===== src/hw/rtl/akt_pkg.sv =====
// Shared types, field widths and command/status codes for the access key table.
`timescale 1ns / 1ps
package akt_pkg;

  // Field widths of the command and result words
  localparam int CMD_W    = 2;
  localparam int CODE_W   = 32;
  localparam int KIND_W   = 2;
  localparam int IDX_W    = 6;
  localparam int STATUS_W = 3;
  localparam int HIT_W    = 6;
  localparam int USED_W   = 7;
  localparam int KEY_W    = CODE_W + KIND_W;

  typedef enum logic [CMD_W-1:0] {
    CMD_CHECK  = 2'd0,
    CMD_ADD    = 2'd1,
    CMD_REMOVE = 2'd2,
    CMD_DELETE = 2'd3
  } cmd_t;

  typedef enum logic [STATUS_W-1:0] {
    ST_OK        = 3'd0,
    ST_NOT_FOUND = 3'd1,
    ST_DUPLICATE = 3'd2,
    ST_FULL      = 3'd3,
    ST_BAD_INDEX = 3'd4
  } status_t;

  // Commands from the controller to the datapath
  typedef struct packed {
    logic    load;        // capture the incoming word
    logic    scan_init;   // restart the walk at entry 0
    logic    shift_init;  // restart the walk one past pos
    logic    step;        // issue the next read of the walk
    logic    shift_wr;    // walk moves entries down one place
    logic    capture;     // latch the matching address as pos
    logic    append;      // write key at the end, bump the count
    logic    dec;         // drop the count after a compaction
    logic    post;        // load the result register
    status_t status;
  } akt_ctl_t;

  // Status from the datapath to the controller
  typedef struct packed {
    cmd_t cmd;
    logic match;     // registered read data equals the key
    logic walk_end;  // no read left to issue and none in flight
    logic idx_ok;    // delete index below the count
    logic full;
  } akt_sts_t;

endpackage


===== src/hw/rtl/akt_if.sv =====
// Valid/ready channel interfaces for command words and result words.
`timescale 1ns / 1ps
interface akt_in_if;
  logic                          valid;
  logic                          ready;
  logic [akt_pkg::CMD_W-1:0]     cmd;
  logic [akt_pkg::CODE_W-1:0]    key_code;
  logic [akt_pkg::KIND_W-1:0]    key_kind;
  logic [akt_pkg::IDX_W-1:0]     entry_index;

  modport source (output valid, cmd, key_code, key_kind, entry_index, input ready);
  modport sink   (input valid, cmd, key_code, key_kind, entry_index, output ready);
endinterface

interface akt_out_if;
  logic                          valid;
  logic                          ready;
  logic [akt_pkg::STATUS_W-1:0]  status;
  logic [akt_pkg::HIT_W-1:0]     hit_index;
  logic [akt_pkg::USED_W-1:0]    entries_used;

  modport source (output valid, status, hit_index, entries_used, input ready);
  modport sink   (input valid, status, hit_index, entries_used, output ready);
endinterface


===== src/hw/rtl/access_key_table.sv =====
// Access key table: packed credential key store with check/add/remove/delete.
// Operation: check/add walk the store from entry 0 to a match or the end; remove
//   adds a compaction pass from the matched position, and delete runs the
//   compaction pass from its index with no lookup walk.
// Throughput: one command word at a time, bound by the walk of the key store
//   (one entry read per cycle, reads and shift writes overlapped).
// Reset: entry count and handshake state clear; store contents are not cleared.
`timescale 1ns / 1ps
module access_key_table #(
  parameter int TABLE_DEPTH = 64
) (
  input logic       clk,
  input logic       rst_n,
  akt_in_if.sink    in_chan,
  akt_out_if.source out_chan
);
  import akt_pkg::*;

  akt_ctl_t ctl;
  akt_sts_t sts;

  akt_ctrl u_ctrl (
    .clk       (clk),
    .rst_n     (rst_n),
    .in_valid  (in_chan.valid),
    .in_ready  (in_chan.ready),
    .out_valid (out_chan.valid),
    .out_ready (out_chan.ready),
    .sts       (sts),
    .ctl       (ctl)
  );

  akt_dp #(
    .DEPTH (TABLE_DEPTH)
  ) u_dp (
    .clk              (clk),
    .rst_n            (rst_n),
    .in_cmd           (in_chan.cmd),
    .in_key_code      (in_chan.key_code),
    .in_key_kind      (in_chan.key_kind),
    .in_entry_index   (in_chan.entry_index),
    .ctl              (ctl),
    .sts              (sts),
    .out_status       (out_chan.status),
    .out_hit_index    (out_chan.hit_index),
    .out_entries_used (out_chan.entries_used)
  );

endmodule


===== src/hw/rtl/akt_dp.sv =====
// Datapath: key store memory, count, walk pointer and result register.
`timescale 1ns / 1ps
module akt_dp #(
  parameter int DEPTH = 64
) (
  input  logic                          clk,
  input  logic                          rst_n,
  input  logic [akt_pkg::CMD_W-1:0]     in_cmd,
  input  logic [akt_pkg::CODE_W-1:0]    in_key_code,
  input  logic [akt_pkg::KIND_W-1:0]    in_key_kind,
  input  logic [akt_pkg::IDX_W-1:0]     in_entry_index,
  input  akt_pkg::akt_ctl_t             ctl,
  output akt_pkg::akt_sts_t             sts,
  output logic [akt_pkg::STATUS_W-1:0]  out_status,
  output logic [akt_pkg::HIT_W-1:0]     out_hit_index,
  output logic [akt_pkg::USED_W-1:0]    out_entries_used
);
  import akt_pkg::*;

  localparam int AW = (DEPTH > 1) ? $clog2(DEPTH) : 1;
  localparam int CW = $clog2(DEPTH + 1);
  localparam int IW = (CW > IDX_W) ? CW : IDX_W;

  logic [KEY_W-1:0] mem [DEPTH];

  cmd_t             cmd_r;
  logic [KEY_W-1:0] key_r;
  logic [IDX_W-1:0] idx_r;
  logic [CW-1:0]    cnt_r;
  logic [CW-1:0]    ptr_r;
  logic [CW-1:0]    pos_r;
  logic             rv_r;
  logic [AW-1:0]    rd_addr_r;
  logic [KEY_W-1:0] rd_data_r;
  status_t          out_status_r;
  logic [HIT_W-1:0] out_hit_r;
  logic [USED_W-1:0] out_used_r;

  logic             rd_en;
  logic             mem_we;
  logic [AW-1:0]    mem_wa;
  logic [KEY_W-1:0] mem_wd;

  // Walk read, append write and compaction write
  assign rd_en  = ctl.step && (ptr_r < cnt_r);
  assign mem_we = ctl.append || (ctl.step && ctl.shift_wr && rv_r);
  assign mem_wa = ctl.append ? AW'(cnt_r) : (rd_addr_r - AW'(1));
  assign mem_wd = ctl.append ? key_r : rd_data_r;

  // Status back to the controller
  assign sts.cmd      = cmd_r;
  assign sts.match    = rv_r && (rd_data_r == key_r);
  assign sts.walk_end = !rv_r && (ptr_r >= cnt_r);
  assign sts.idx_ok   = IW'(idx_r) < IW'(cnt_r);
  assign sts.full     = (cnt_r == CW'(DEPTH));

  // Key store, one write and one registered read per cycle
  always_ff @(posedge clk) begin
    if (mem_we) begin
      mem[mem_wa] <= mem_wd;
    end
    if (rd_en) begin
      rd_data_r <= mem[AW'(ptr_r)];
      rd_addr_r <= AW'(ptr_r);
    end
  end

  // Control state: count, walk pointer, read-in-flight flag
  always_ff @(posedge clk) begin
    if (!rst_n) begin
      cnt_r <= '0;
      ptr_r <= '0;
      rv_r  <= 1'b0;
    end else begin
      if (ctl.append) begin
        cnt_r <= cnt_r + CW'(1);
      end else if (ctl.dec) begin
        cnt_r <= cnt_r - CW'(1);
      end
      if (ctl.scan_init) begin
        ptr_r <= '0;
      end else if (ctl.shift_init) begin
        ptr_r <= pos_r + CW'(1);
      end else if (rd_en) begin
        ptr_r <= ptr_r + CW'(1);
      end
      rv_r <= ctl.step && rd_en;
    end
  end

  // Command word, position and result register
  always_ff @(posedge clk) begin
    if (ctl.load) begin
      cmd_r <= cmd_t'(in_cmd);
      key_r <= {in_key_kind, in_key_code};
      idx_r <= in_entry_index;
      pos_r <= CW'(in_entry_index);
    end else if (ctl.capture) begin
      pos_r <= CW'(rd_addr_r);
    end else if (ctl.append) begin
      pos_r <= cnt_r;
    end
    if (ctl.post) begin
      out_status_r <= ctl.status;
      out_hit_r    <= (ctl.status == ST_OK) ? HIT_W'(pos_r) : '0;
      out_used_r   <= USED_W'(cnt_r);
    end
  end

  assign out_status       = out_status_r;
  assign out_hit_index    = out_hit_r;
  assign out_entries_used = out_used_r;

  // Checks
  a_cnt_range: assert property (@(posedge clk) disable iff (!rst_n)
    cnt_r <= CW'(DEPTH))
    else $error("entry count beyond table depth");
  a_append_room: assert property (@(posedge clk) disable iff (!rst_n)
    ctl.append |-> (cnt_r < CW'(DEPTH)))
    else $error("append into a full table");
  a_shift_addr: assert property (@(posedge clk) disable iff (!rst_n)
    (ctl.step && ctl.shift_wr && rv_r) |-> (rd_addr_r != '0))
    else $error("compaction write below entry 0");
  a_dec_nonzero: assert property (@(posedge clk) disable iff (!rst_n)
    ctl.dec |-> (cnt_r != '0))
    else $error("count decrement at zero");

endmodule


===== src/hw/rtl/akt_ctrl.sv =====
// Controller: sequences decode, table walk, compaction and result posting.
`timescale 1ns / 1ps
module akt_ctrl (
  input  logic              clk,
  input  logic              rst_n,
  input  logic              in_valid,
  output logic              in_ready,
  output logic              out_valid,
  input  logic              out_ready,
  input  akt_pkg::akt_sts_t sts,
  output akt_pkg::akt_ctl_t ctl
);
  import akt_pkg::*;

  typedef enum logic [2:0] {
    S_IDLE,
    S_DECODE,
    S_SCAN,
    S_SHIFT_INIT,
    S_SHIFT,
    S_POST
  } state_t;

  state_t  state_r, state_nxt;
  status_t st_r, st_nxt;
  logic    out_valid_r, out_valid_nxt;

  assign in_ready  = (state_r == S_IDLE);
  assign out_valid = out_valid_r;

  // Next state and commands
  always_comb begin
    state_nxt     = state_r;
    st_nxt        = st_r;
    out_valid_nxt = out_valid_r && !out_ready;
    ctl           = '0;
    ctl.status    = st_r;
    unique case (state_r)
      S_IDLE: begin
        if (in_valid) begin
          ctl.load  = 1'b1;
          state_nxt = S_DECODE;
        end
      end
      S_DECODE: begin
        if (sts.cmd == CMD_DELETE) begin
          if (sts.idx_ok) begin
            st_nxt    = ST_OK;
            state_nxt = S_SHIFT_INIT;
          end else begin
            st_nxt    = ST_BAD_INDEX;
            state_nxt = S_POST;
          end
        end else begin
          ctl.scan_init = 1'b1;
          state_nxt     = S_SCAN;
        end
      end
      S_SCAN: begin
        if (sts.match) begin
          ctl.capture = 1'b1;
          unique case (sts.cmd)
            CMD_CHECK: begin
              st_nxt    = ST_OK;
              state_nxt = S_POST;
            end
            CMD_ADD: begin
              st_nxt    = ST_DUPLICATE;
              state_nxt = S_POST;
            end
            CMD_REMOVE: begin
              st_nxt    = ST_OK;
              state_nxt = S_SHIFT_INIT;
            end
            CMD_DELETE: begin
              st_nxt    = ST_BAD_INDEX;
              state_nxt = S_POST;
            end
          endcase
        end else if (sts.walk_end) begin
          state_nxt = S_POST;
          if (sts.cmd != CMD_ADD) begin
            st_nxt = ST_NOT_FOUND;
          end else if (sts.full) begin
            st_nxt = ST_FULL;
          end else begin
            ctl.append = 1'b1;
            st_nxt     = ST_OK;
          end
        end else begin
          ctl.step = 1'b1;
        end
      end
      S_SHIFT_INIT: begin
        ctl.shift_init = 1'b1;
        state_nxt      = S_SHIFT;
      end
      S_SHIFT: begin
        if (sts.walk_end) begin
          ctl.dec   = 1'b1;
          state_nxt = S_POST;
        end else begin
          ctl.step     = 1'b1;
          ctl.shift_wr = 1'b1;
        end
      end
      S_POST: begin
        // wait for the result slot to drain
        if (!out_valid_r || out_ready) begin
          ctl.post      = 1'b1;
          out_valid_nxt = 1'b1;
          state_nxt     = S_IDLE;
        end
      end
      default: begin
        state_nxt = S_IDLE;
      end
    endcase
  end

  // State and registered outputs
  always_ff @(posedge clk) begin
    if (!rst_n) begin
      state_r     <= S_IDLE;
      st_r        <= ST_OK;
      out_valid_r <= 1'b0;
    end else begin
      state_r     <= state_nxt;
      st_r        <= st_nxt;
      out_valid_r <= out_valid_nxt;
    end
  end

  // Checks
  a_post_slot_free: assert property (@(posedge clk) disable iff (!rst_n)
    ctl.post |-> (!out_valid_r || out_ready))
    else $error("result posted over an untaken word");
  a_post_valid: assert property (@(posedge clk) disable iff (!rst_n)
    ctl.post |=> out_valid_r)
    else $error("posted result not presented");
  a_load_busy: assert property (@(posedge clk) disable iff (!rst_n)
    ctl.load |=> !in_ready)
    else $error("command accepted while busy");

endmodule


===== src/flat_wrapper.sv =====
// flat-port wrapper written by rule: the top's interface ports become plain ports
module access_key_table_flat import akt_pkg::*;
#(
  parameter int TABLE_DEPTH = 64
)
  (clk, rst_n, in_chan_valid, in_chan_cmd, in_chan_key_code, in_chan_key_kind, in_chan_entry_index, in_chan_ready, out_chan_valid, out_chan_status, out_chan_hit_index, out_chan_entries_used, out_chan_ready);
  akt_in_if in_chan_i ();
  akt_out_if out_chan_i ();
  input logic clk;
  input logic rst_n;
  input wire logic [$bits(in_chan_i.valid)-1:0] in_chan_valid;
  input wire logic [$bits(in_chan_i.cmd)-1:0] in_chan_cmd;
  input wire logic [$bits(in_chan_i.key_code)-1:0] in_chan_key_code;
  input wire logic [$bits(in_chan_i.key_kind)-1:0] in_chan_key_kind;
  input wire logic [$bits(in_chan_i.entry_index)-1:0] in_chan_entry_index;
  output wire logic [$bits(in_chan_i.ready)-1:0] in_chan_ready;
  output wire logic [$bits(out_chan_i.valid)-1:0] out_chan_valid;
  output wire logic [$bits(out_chan_i.status)-1:0] out_chan_status;
  output wire logic [$bits(out_chan_i.hit_index)-1:0] out_chan_hit_index;
  output wire logic [$bits(out_chan_i.entries_used)-1:0] out_chan_entries_used;
  input wire logic [$bits(out_chan_i.ready)-1:0] out_chan_ready;
  assign in_chan_i.valid = in_chan_valid;
  assign in_chan_i.cmd = in_chan_cmd;
  assign in_chan_i.key_code = in_chan_key_code;
  assign in_chan_i.key_kind = in_chan_key_kind;
  assign in_chan_i.entry_index = in_chan_entry_index;
  assign in_chan_ready = in_chan_i.ready;
  assign out_chan_valid = out_chan_i.valid;
  assign out_chan_status = out_chan_i.status;
  assign out_chan_hit_index = out_chan_i.hit_index;
  assign out_chan_entries_used = out_chan_i.entries_used;
  assign out_chan_i.ready = out_chan_ready;
  access_key_table #(.TABLE_DEPTH(TABLE_DEPTH)) u_core (.clk(clk), .rst_n(rst_n), .in_chan(in_chan_i), .out_chan(out_chan_i));
endmodule

===== config.mk =====
export PLATFORM = sky130hd
export DESIGN_NAME = access_key_table_flat
export DESIGN_NICKNAME = d
export VERILOG_FILES = /design/src/hw/rtl/akt_pkg.sv /design/src/hw/rtl/akt_if.sv /design/src/hw/rtl/access_key_table.sv /design/src/hw/rtl/akt_dp.sv /design/src/hw/rtl/akt_ctrl.sv /design/src/flat_wrapper.sv
export SDC_FILE = /design/constraint.sdc
export NUM_CORES = 2
export LEC_CHECK = 0
export ABC_AREA = 1
export BUFFER_PORTS_ARGS = -buffer_cell sky130_fd_sc_hd__clkbuf_2
export CAP_MARGIN = 40
export CELL_PAD_IN_SITES_DETAIL_PLACEMENT = 0
export CELL_PAD_IN_SITES_GLOBAL_PLACEMENT = 2
export CORE_ASPECT_RATIO = 0.5
export CORE_UTILIZATION = 50
export CTS_BUF_LIST = sky130_fd_sc_hd__clkbuf_4
export CTS_CLUSTER_DIAMETER = 100
export CTS_CLUSTER_SIZE = 30
export DETAILED_ROUTE_END_ITERATION = 16
export PLACE_DENSITY = 0.95
export SYNTH_ARGS = -nofsm -noshare
export SYNTH_HDL_FRONTEND = slang
export SYNTH_SLANG_ARGS = --single-unit

===== constraint.sdc =====
create_clock -name clk -period 6.7 [get_ports clk]
set_input_delay 0.67 -clock clk [delete_from_list [all_inputs] [get_ports clk]]
set_output_delay 0.67 -clock clk [all_outputs]
set_load 0.02 [all_outputs]

# Word-level counts from Yosys, hierarchy flattened
# Memories as Yosys holds them, arrays and structs flattened. A register that Yosys moved wholly into a read port is not among the register bits.
# Index checks and enable logic that the tools add are counted.
# classes
add_sub_neg	5
magnitude_cmp	3
eq_ne	15
n_mux	49
bitwise_logic	1
n_reduce_logical	25
# ops
cell	count
$eq 34x34->1	1
$mux 34	1
$mux 3	11
$mux 7	4
$mux 6	4
$add 7x1->7 const B	3
$mux 1	21
$pmux 3 s6	1
$pmux 3 s2	2
$pmux 3 s3	1
$eq 7x7->1 const B	1
$ge 7x7->1	1
$logic_and 1x1->1	7
$lt 6x7->1	1
$lt 7x7->1	1
$sub 7x1->7 const B	1
$eq 3x2->1 const B	2
$eq 3x3->1 const B	2
$logic_not 3->1	2
$mux 2	3
$ne 2x2->1 const B	3
$reduce_bool 2->1	3
$reduce_or 2->1	3
$sub 6x1->6 const B	1
14 further kinds	18
# totals
ff_bits	93
ram_bits	2176
input_bits	46
elab_cells	114
mem_count	1
# mem_list
memory	words	width	rd	rd_ports_with_merged_regs	wr	line_no	text
u_core.u_dp.mem	64	34	1	1	1	akt_dp.sv:24	logic [KEY_W-1:0] mem [DEPTH];

# Longest topological paths before layout
# logic_depth
depth_word	10
mapped_depth	25
mapped_depth_nobuf	21

# Cells and area by module
# From an unflattened synthesis, not the netlist that was laid out.
# unflattened
cells_unflattened	7826
hier_area_um2	93370.8
# by_module_without_submodules
mod	n_inst	cells_per_inst	area_each_um2
akt_dp	1	7737	92885.3
akt_ctrl	1	89	485.5

# Least setup slack after synthesis
# No wires, ideal clock.
# synth_timing
path_kind	flip-flop to flip-flop
from	register u_core.u_dp.ptr_r[0]
to	memory u_core.u_dp.mem[31][0] in the netlist's numbering, enable pin
arrival_time_ns	4.072
slack_ns	2.202
path_stages_with_launch	21
period_less_slack_ns	4.498
path_cell_list	dfxtp_1 > buf_2 > inv_1 > buf_2 > buf_2 > buf_2 > buf_2 > ha_1 > nand4_1 > nand3_1 > nand2_1 > inv_1 > nand2_1 > buf_2 > buf_6 > nand2_1 > o21ai_4 > inv_2 > nor2_4 > nand2_2 > nor2_1
# synth_via
elab_chain_cells	10
word_cells_on_any_way	16
cone_classes	order compare: 1; mux: 11; reduce/logical: 4
# synth_lines
item	line_no	text
start: declaration	akt_dp.sv:30	logic [CW-1:0] ptr_r;
start signal: assignment	akt_dp.sv:83	ptr_r <= pos_r + CW'(1);
start signal: assignment	akt_dp.sv:85	ptr_r <= ptr_r + CW'(1);
$ge 7x7->1 *	akt_dp.sv:53	assign sts.walk_end = !rv_r && (ptr_r >= cnt_r);
$logic_and 1x1->1 *	akt_dp.sv:53	
$mux 1	akt_ctrl.sv:80	end else if (sts.walk_end) begin
$mux 1	akt_ctrl.sv:60	if (sts.match) begin
$pmux 1 s2	akt_ctrl.sv:38	unique case (state_r)
$logic_and 1x1->1 (2 in series)	akt_dp.sv:46	assign mem_we = ctl.append || (ctl.step && ctl.shift_wr && rv_r);
$logic_or 1x1->1	akt_dp.sv:46	
$mux 1	akt_dp.sv:59	if (mem_we) begin
$mux 1 (not written as such)	akt_dp.sv:60	mem[mem_wa] <= mem_wd;
end: declaration	akt_dp.sv:24	
# Mark *: on every way between the ends. The rest lies on a longest branch, timed or not.

# Worst setup path in the final report
# layout_timing
from	register u_core.u_dp.ptr_r[2]
to	memory u_core.u_dp.mem[22][27] in the netlist's numbering, enable pin
# The elaborated chain is that of the path after synthesis.

==> out/metrics.yaml <==
synth.yosys.warnings: 0
synthCells: 7177
layout.nets: 7155
cp.required_ns: 7.64
postSynthAreaPerCell_um2: 12.74
worst_setup_path_end_kind: "register"
effective_utilization_at_floorplan_pct: 50.59
ff2ff_path_depth: 15
die_h_um: 304.4
firstDrtPassIters: 14
source_of_the_worst_hold_timing_path: "in_chan_key_code[22]"
worst_slew_pin_slew_ns: 1.159
synthesis.nets: 7243
place_congestion: 0.8223
timing.final.setup_violations: 0
place_hpwl_um: 139200
tritoncts.num_buffers: 86
grt_first_pass_wirelength_um: 375400
final_cell_mix: "sky130_fd_sc_hd__edfxtp_1 (2280), sky130_fd_sc_hd__nor2_1 (1243), sky130_fd_sc_hd__o21ai_0 (1225), sky130_fd_sc_hd__nand2_1 (604), sky130_fd_sc_hd__o22ai_1 (579)"
worst_skew_pair.late_latency_ns: 1.25
tritoncts: "done"
timing.reg2reg.setup_slack_ns: 1.45
critPathMaxFanout: 46
mapped_area_um2: 91430
path_class: "reg -> reg"
wire_per_inst_um: 27.30
hold_class: "in -> reg"
cts_repair_resize_count: 0
fp.dieArea_um2: 184700
yosys_register_bits: 2303
cts.reportedPaths.clkPinSlew_ns: 0.32
synth_cell_types: 38
max-clock-path-buffers: 3
power-per-cell-area_nw_per_um2: 292.5
detail_route.drc_violations: 0
hold-path-cell-count: 2
final_hold_viol_count: 0
setup_total_negative_slack_ns: 0
synth_async_sr_flop_share_pct: 0
grt_overflow_total: 0
global_route_usage_over_all_layers_pct: 27.70
worst_clock_skew_ns: 0.06639
area_growth_syn_to_layout_pct: 6.390
route.detailed.vias_per_inst: 6.237
cp-start-kind: "register"
rsz_0062_raised_after_global_routing: "no"
num_io_pins: 64
crit-reg2reg-capture: "u_core.u_dp.mem[22][27]"
grt_pass1_vias: 54770
fmax_mhz: 190.4
vias: 59400
reg2reg_from: "u_core.u_dp.ptr_r[2]"
drt_first_iter_violations: 8889
final_common_cell: "sky130_fd_sc_hd__edfxtp_1"
cts-htree-levels: 3
synth-edff-count: 2280
synth_ff_type: "sky130_fd_sc_hd__edfxtp_1"
fin_crit_sh_pct: 78.39
maximum_number_of_pins_on_one_net_before_global_route_repair: 245
core_area_um2: 180700
postCtsSetupRepairBufs: 0
post-route-min-period_ns: 5.252
routed_wl_um: 260000
leakagePower_nw: 31.60
drv.max_cap_violation_count: 0
grt_antenna_before_repair: 9
status: "finished, final reports clean"
critPathArrivalTime_ns: 6.19
synth_seq_area_share_pct: 75.39
clock_tree.root_cell: "sky130_fd_sc_hd__clkbuf_4"
max-vdd-ir-drop_v: 0.0001642
cts_sinks: 2303
place.port_buffers: 63
chipWidth_um: 606.7
final-max-slew-violation-count: 0
row_count: 110
detail-route-antenna-nets: 0
max-slew-margin-rel_pct: 22.77
final_layout_size_suffix_gt1_share_pct: 6.710
timing.hold.worst_endpoint: "u_core.u_dp.key_r[22]"
post_cts_hold_buffer_count: 46
final_core_util_pct: 53.83
## cells by family after synthesis
| group | share of synthesized area, % |
|---|---|
| XOR/XNOR | 0.2491 |
| multiplexers | 0.1423 |
| buffers and inverters | 2.734 |
| adder cells (fa/ha/maj) | 0.2819 |
| AND/OR/NAND/NOR | 10.12 |
| flip-flops | 75.39 |
| AO/OA/AOI/OAI | 11.09 |
## synth_stat cells, types with 17 or more instances
master                     number  area, um^2
sky130_fd_sc_hd__inv_1        137       514.2
sky130_fd_sc_hd__a21oi_1       52       260.3
sky130_fd_sc_hd__buf_2         87       435.4
sky130_fd_sc_hd__xnor2_1       17       148.9
sky130_fd_sc_hd__nand3_1      340        1702
sky130_fd_sc_hd__ha_1          19       237.7
sky130_fd_sc_hd__edfxtp_1    2280       68470
sky130_fd_sc_hd__o22ai_1      579        3622
sky130_fd_sc_hd__o21ai_0     1225        6131
sky130_fd_sc_hd__and2_1        24       150.1
sky130_fd_sc_hd__nand2_1      605        2271
sky130_fd_sc_hd__dfxtp_1       23       460.4
sky130_fd_sc_hd__nor2_1      1307        4906
sky130_fd_sc_hd__clkbuf_1     370        1389
sky130_fd_sc_hd__buf_1         29       108.9
## where the power goes
part	leakage, nW	internal (mW)	total (mW)	switching [mW]
Combinational	10.4	1.91	6.98	5.06
Clock	0.516	0.786	4.70	3.91
Sequential	20.7	16.5	16.8	0.230
## worst max-delay path, cell delays in order, from the launching register on
cell and delay, ns:
sky130_fd_sc_hd__dfxtp_4 0.92, sky130_fd_sc_hd__ha_1 0.28, sky130_fd_sc_hd__nand2_1 0.08, sky130_fd_sc_hd__o21ai_0 0.18, sky130_fd_sc_hd__nand2_1 0.10, sky130_fd_sc_hd__nand3_1 0.08
sky130_fd_sc_hd__nand2_1 0.11, sky130_fd_sc_hd__inv_1 0.17, sky130_fd_sc_hd__nand2_4 0.16, sky130_fd_sc_hd__o21ai_1 0.55, sky130_fd_sc_hd__buf_4 0.26, sky130_fd_sc_hd__inv_1 0.04
sky130_fd_sc_hd__nor2_1 0.23, sky130_fd_sc_hd__nand2_1 0.50, sky130_fd_sc_hd__nor2_4 0.86, sky130_fd_sc_hd__buf_4 0.41
## metrics by stage
step                area, um^2  power (mW)  cells  worst slack, ns  hold WS (ns)
finish                   97270       28.45   9524            1.448        0.1111
global route             97260       29.51   9521            1.268       0.05128
CTS                      97250       28.33   9517            1.606       0.02267
detailed placement       95930       23.90   9363            1.658        0.4464
global placement         94910       23.70   9318            1.514        0.4359
floorplan                91430       21.29   7177            2.202        0.4029
## area by class of cell
class	count	area, um^2
Tap cell	2408	3013
Clock buffer	105	788.3
Timing Repair Buffer	314	3383
Antenna cell	7	17.52
Multi-Input combinational cell	4242	20490
Clock inverter	3	68.82
Fill cell	14740	83440
Inverter	142	563.0
Sequential cell	2303	68950
## metal layers
metal	vias to the layer above	global-route usage [%]	part of all wire [%]
met5	-	0	0.0050
met4	2	6.348	2.5
li1	25980	-	-
met2	3485	41.10	44
met1	29570	41.88	41
met3	364	6.084	12
## worst max-delay path by stage
| stage | start | to | slack, ns | cells past startpoint |
|---|---|---|---|---|
| 3_5_place_dp | u_core.u_dp.ptr_r[0] | u_core.u_dp.mem[22][18] | 1.66 | 15 |
| 3_3_place_gp | u_core.u_dp.ptr_r[0] | u_core.u_dp.mem[47][7] | 1.51 | 12 |
| 6_report | u_core.u_dp.ptr_r[2] | u_core.u_dp.mem[22][27] | 1.45 | 15 |
| 5_1_grt | u_core.u_dp.ptr_r[0] | u_core.u_dp.mem[22][30] | 1.27 | 15 |
| 4_1_cts | u_core.u_dp.ptr_r[0] | u_core.u_dp.mem[22][27] | 1.61 | 15 |
| 2_1_floorplan | u_core.u_dp.ptr_r[0] | u_core.u_dp.mem[31][0] | 2.20 | 20 |
## sequential cells by signal, summed over array words and instances, names as in the netlist, 2 cells and up
register,count
u_core.u_ctrl.state_r,3
u_core.u_dp.key_r,34
u_core.u_dp.ptr_r,7
u_core.u_dp.mem,2176
u_core.u_dp.rd_data_r,34
u_core.u_dp.cmd_r,2
u_core.u_dp.out_entries_used,7
u_core.u_dp.out_hit_index,6
u_core.u_dp.cnt_r,7
u_core.u_dp.pos_r,7
u_core.u_dp.idx_r,6
u_core.u_ctrl.st_r,3
u_core.u_dp.out_status,3
u_core.u_dp.rd_addr_r,6
Power figures use the tool's default switching activity.
